===== config.mk =====
export PLATFORM = sky130hd
export DESIGN_NAME = ttbi_ctrl
export DESIGN_NICKNAME = d
export VERILOG_FILES = /design/src/hw/rtl/ttbi_pkg.sv /design/src/hw/rtl/ttbi_ctrl.sv
export SDC_FILE = /design/constraint.sdc
export NUM_CORES = 1
export LEC_CHECK = 0
export ABC_AREA = 0
export BUFFER_PORTS_ARGS = -buffer_cell sky130_fd_sc_hd__buf_2
export CORE_AREA = 4 4 41 43
export CTS_CLUSTER_DIAMETER = 120
export DETAILED_ROUTE_END_ITERATION = 10
export DIE_AREA = 0 0 45 47
export PLACE_DENSITY = 0.66
export SETUP_SLACK_MARGIN = 0.5
export SYNTH_ARGS = -nofsm -noshare
export SYNTH_HDL_FRONTEND = slang
export SYNTH_SLANG_ARGS = --single-unit
export TNS_END_PERCENT = 10

===== constraint.sdc =====
create_clock -name clk -period 1.8 [get_ports clk]
set_input_delay 0.09 -clock clk [delete_from_list [all_inputs] [get_ports clk]]
set_output_delay 0.09 -clock clk [all_outputs]
set_load 0.02 [all_outputs]

===== src/hw/rtl/ttbi_pkg.sv =====
package ttbi_pkg;

  localparam logic OP_LOAD  = 1'b0;
  localparam logic OP_QUERY = 1'b1;

  localparam logic [1:0] REG_SUN_INTERVALS     = 2'd0;
  localparam logic [1:0] REG_EARTH_INTERVALS   = 2'd1;
  localparam logic [1:0] REG_AZIMUTH_INTERVALS = 2'd2;
  localparam logic [1:0] REG_BLUE_FRACTION     = 2'd3;

  typedef struct packed {
    logic       write;
    logic       capture;
    logic       read;
    logic [3:0] corner;
    logic       load_out;
  } ctrl_cmd_t;

  typedef struct packed {
    logic bad;
    logic done;
  } ctrl_stat_t;

endpackage


===== src/hw/rtl/ttbi_ctrl.sv =====
module ttbi_ctrl (
  input  logic                 clk,
  input  logic                 rst,
  input  logic                 item_valid,
  output logic                 item_stall,
  input  logic                 operation,
  output logic                 result_valid,
  input  logic                 result_stall,
  output ttbi_pkg::ctrl_cmd_t  cmd,
  input  ttbi_pkg::ctrl_stat_t stat
);

  localparam logic [1:0] ST_IDLE = 2'd0;
  localparam logic [1:0] ST_READ = 2'd1;
  localparam logic [1:0] ST_WAIT = 2'd2;
  localparam logic [1:0] ST_DONE = 2'd3;

  logic [1:0] state, state_next;
  logic [3:0] corner, corner_next;
  logic       accept;
  logic       out_free;

  always_comb begin
    item_stall   = (state != ST_IDLE);
    accept       = item_valid && !item_stall;
    out_free     = !result_valid || !result_stall;
    state_next   = state;
    corner_next  = corner;
    cmd.write    = accept && (operation == ttbi_pkg::OP_LOAD);
    cmd.capture  = accept && (operation == ttbi_pkg::OP_QUERY);
    cmd.read     = 1'b0;
    cmd.corner   = corner;
    cmd.load_out = 1'b0;
    case (state)
      ST_IDLE: begin
        corner_next = 4'd0;
        if (cmd.capture) begin
          state_next = ST_READ;
        end
      end
      ST_READ: begin
        if (stat.bad) begin
          state_next = ST_DONE;
        end else begin
          cmd.read    = 1'b1;
          corner_next = corner + 4'd1;
          if (corner == 4'd15) begin
            state_next = ST_WAIT;
          end
        end
      end
      ST_WAIT: begin
        if (stat.done) begin
          state_next = ST_DONE;
        end
      end
      ST_DONE: begin
        if (out_free) begin
          cmd.load_out = 1'b1;
          state_next   = ST_IDLE;
        end
      end
      default: begin
        state_next = ST_IDLE;
      end
    endcase
  end

  always_ff @(posedge clk) begin
    if (rst) begin
      state        <= ST_IDLE;
      corner       <= 4'd0;
      result_valid <= 1'b0;
    end else begin
      state  <= state_next;
      corner <= corner_next;
      if (cmd.load_out) begin
        result_valid <= 1'b1;
      end else if (!result_stall) begin
        result_valid <= 1'b0;
      end
    end
  end

endmodule


==> impl_summary.md <==
Synth
Each instance of the synthesized netlist takes up on average 8.76 sq um. The number of warning messages in the yosys log is 0. Synthesis instantiated 22 different standard cells from the library.

The share of synthesized area in the top cell type comes to 0.302. The total of flip-flops plus latches after synthesis is 7. The cell type with the largest total area after synthesis is dfxtp_1. By area the synthesized netlist is led by dfxtp_1, ha_1, a21oi_1, nand4_4, mux2i_1.

The share of the Yosys chip area taken by registers is 0.302. The synthesized net count is 65. The cell area after synthesis is 464 sq um. The number of instances in the synthesized netlist is 53.

Cells and area
The cell area after layout is 662 sq um. The share of post-route cells with drive strength above 1 is 0.520. The finished layout holds 90 standard cells, fillers aside. The most common library cell in the layout ignoring fill and taps is buf_2. The area used by multi-input combinational logic is 339 sq um. The post-layout net count is 88. In the layout the commonest cells are buf_2, a21oi_1, nor2_1.

0 antenna diodes ended up in the layout. Relative to the synthesized area, the layout overhead comes to 42.6%. Summing all flip-flop and latch instances after layout gives 150 sq um.

The final-layout fill cell count is 128.

Global route
Entering global routing, the biggest net connects 10 pins. The final global-route overflow total is 0. The global-route total usage across every layer is 0.116. The via count of the first global-routing pass is 371.

The first global-routing pass estimated 1640 microns of wire. The number of antenna violations at the first check in global routing is 0.

Route
The total vias in the final route is 451. After detailed routing, the average wire length per cell comes to 11.7 microns. The count of nets left with antenna violations once routing finished came out at 0. For this block, the initial DRC count from the detailed router was 2.

The post-detailed-route DRC marker count is 0. Summed over all layers, the routed wires come to 1050 microns. The count of TritonRoute iterations in the first routing pass is 4. Dividing the detail-routed via count by the number of cells gives 5.01.

Timing
For this run, the top clock speed supported by timing is 686 MHz. Subtracting the final worst setup slack from the clock period gives 1460 ps. In this run the tightest slew margin relative to its limit is 0.844. The total count of hold-check failures in the final report was 0. The clock arrives with 2.09 ps of skew.

For the pin with the worst max-slew slack, the measured transition is 231 ps. Setup violations remaining at the end of the flow were counted as 0. Setup repair after global routing could not meet its margin everywhere. Adding up every negative setup slack in the final design gives 0 ps.

The final-report max-slew violation count came to 0. The share of the clock period used by the worst path after layout is 0.810.

Die
The die height is 47 microns. The count of standard-cell rows is 13. The count of boundary I/O pins is 17.

The die is 45 microns wide. The region available for standard cell placement spans 1300 sq um. The initial utilization of the core area, before any placement, comes to 0.357. The die covers 2120 sq um.

Clock network
The cts-stage hold buffer count is 0. The clock passes through at most 2 buffers. TritonCTS built the clock tree. CTS built an H-tree with a depth of 1. The clock network latency to the later pin of the worst-skew pair is 260 ps.

The clock transition time at the flip-flop clock pins of the worst setup and hold paths is 60 ps. The tree is rooted in a clkbuf_4. The number of clock buffers inserted by TritonCTS is 3.

The tree built by TritonCTS fans out to 7 sinks.

Critical path
The worst setup path is launched from a flip-flop. The element type at the critical path end is a flip-flop. The critical path arrival is 1610 ps.

The critical path start-end classification is reg2reg. The worst-path cell with the longest stage delay is dfxtp_4. The highest net fanout along the worst path is 5. The maximum single-stage delay on the critical path is 380 ps.

Setup slack on the worst reg-to-reg path comes out at 340 ps. At the worst endpoint, the required time is 1950 ps. Walking the worst path, the cells encountered are inv_4, ha_4, nor2b_4, a211oi_4, mux2_4.

Place
The sum of net half-perimeters after detailed placement is 729 microns. Routability-driven placement finished with a final weighted congestion of 0.689. The placed instances occupy a cell area of 581 sq um. The quantity of I/O buffers inserted on ports is 16. The placed cell count is 82.

Power and ir drop
Total power for the finished layout comes to 0.850 mW. For this design the static power due to leakage is 0.319 nW. The worst ir drop on vdd is 0.626 mV. The power density over the cells is 1280 nW/um^2.

Status
The run finished with clean final reports.

Min path
The type of the most critical hold path is in2reg.

Job
Across the run, the number of max-cap violations was 0.
==> logic make-up (layout without fill, tap and decap cells) <==
family,after synthesis,in the layout,share of synthesized area
compound gates,13,13,0.167
flops,7,7,0.302
buf+inv,6,28,0.0647
simple gates,18,18,0.232
fa+ha+maj,5,5,0.135
mux,4,4,0.0997
==> per-layer routing <==
| layer | global-route usage | vias to the layer above | routed length, microns |
|---|---|---|---|
| li1 | - | 229 | - |
| met1 | 0.134 | 197 | 478 |
| met2 | 0.155 | 20 | 433 |
| met3 | 0.0460 | 5 | 98 |
| met4 | 0.123 | 0 | 38 |
| met5 | 0 | - | 0 |
==> synthesized netlist by cell type <==
master / instances
a21boi_0: 1
a211oi_2: 1
nand2_1: 2
nor2_1: 5
a21oi_1: 6
clkbuf_1: 1
nor3_1: 1
mux2_4: 1
nand4_4: 1
and3_1: 1
buf_6: 1
nand2b_1: 3
nor2_2: 1
nor2b_2: 1
mux2_1: 1
o21ai_0: 4
ha_1: 5
inv_1: 4
mux2i_1: 2
nand3_1: 3
a22oi_1: 1
dfxtp_1: 7
==> state kept, by name (all words and copies together), names as in the netlist <==
name          flops
corner            4
result_valid      1
state             2
==> worst paths after layout <==
kind | startpoint | to | cells past startpoint
worst max-delay path | state[1]$_SDFFE_PP0P_ | state[0]$_SDFFE_PP0P_ | 5
worst min-delay path | result_stall | result_valid$_SDFFE_PP0P_ | 3
worst max register to register | state[1]$_SDFFE_PP0P_ | state[0]$_SDFFE_PP0P_ | 5
worst min register to register | state[1]$_SDFFE_PP0P_ | state[1]$_SDFFE_PP0P_ | 2
==> power breakdown <==
group | switching [mW] | internal [mW]
logic | 0.244 | 0.222
registers | 0.0387 | 0.192
clock network | 0.0682 | 0.0853
total | 0.351 | 0.499
==> per-stage QoR <==
stage | worst slack, ps | utilization | hold WS (ps)
4_1_cts | 367 | 0.495 | 88.7
3_3_place_gp | 282 | 0.446 | 350
3_5_place_dp | 268 | 0.446 | 359
5_1_grt | 298 | 0.509 | 122
6_report | 342 | 0.509 | 91.0
2_1_floorplan | 276 | - | 234
==> repair_timing <==
action / in CTS / in global routing
endpoints found under the setup margin: 6 / 11
buffers inserted: 3 / 1
gates resized for setup: 7 / 1
pin swaps: 2 / 2
==> worst max-delay path: cells and delay by family (launching register included) <==
family | cells | cell delay (ps)
adders and majority gates | 1 | 170
muxes | 1 | 330
buffers and inverters | 1 | 50
AOI/OAI and AO/OA | 1 | 270
DFF | 1 | 380
and+or+nand+nor | 1 | 150
==> final cells by class <==
| cell class | count | area share |
|---|---|---|
| Tap cell | 15 | 0.0284 |
| Sequential cell | 7 | 0.227 |
| Multi-Input combinational cell | 40 | 0.512 |
| Inverter | 4 | 0.0265 |
| Timing Repair Buffer | 20 | 0.166 |
| Clock buffer | 4 | 0.0397 |
Power figures use the tool's default switching activity.
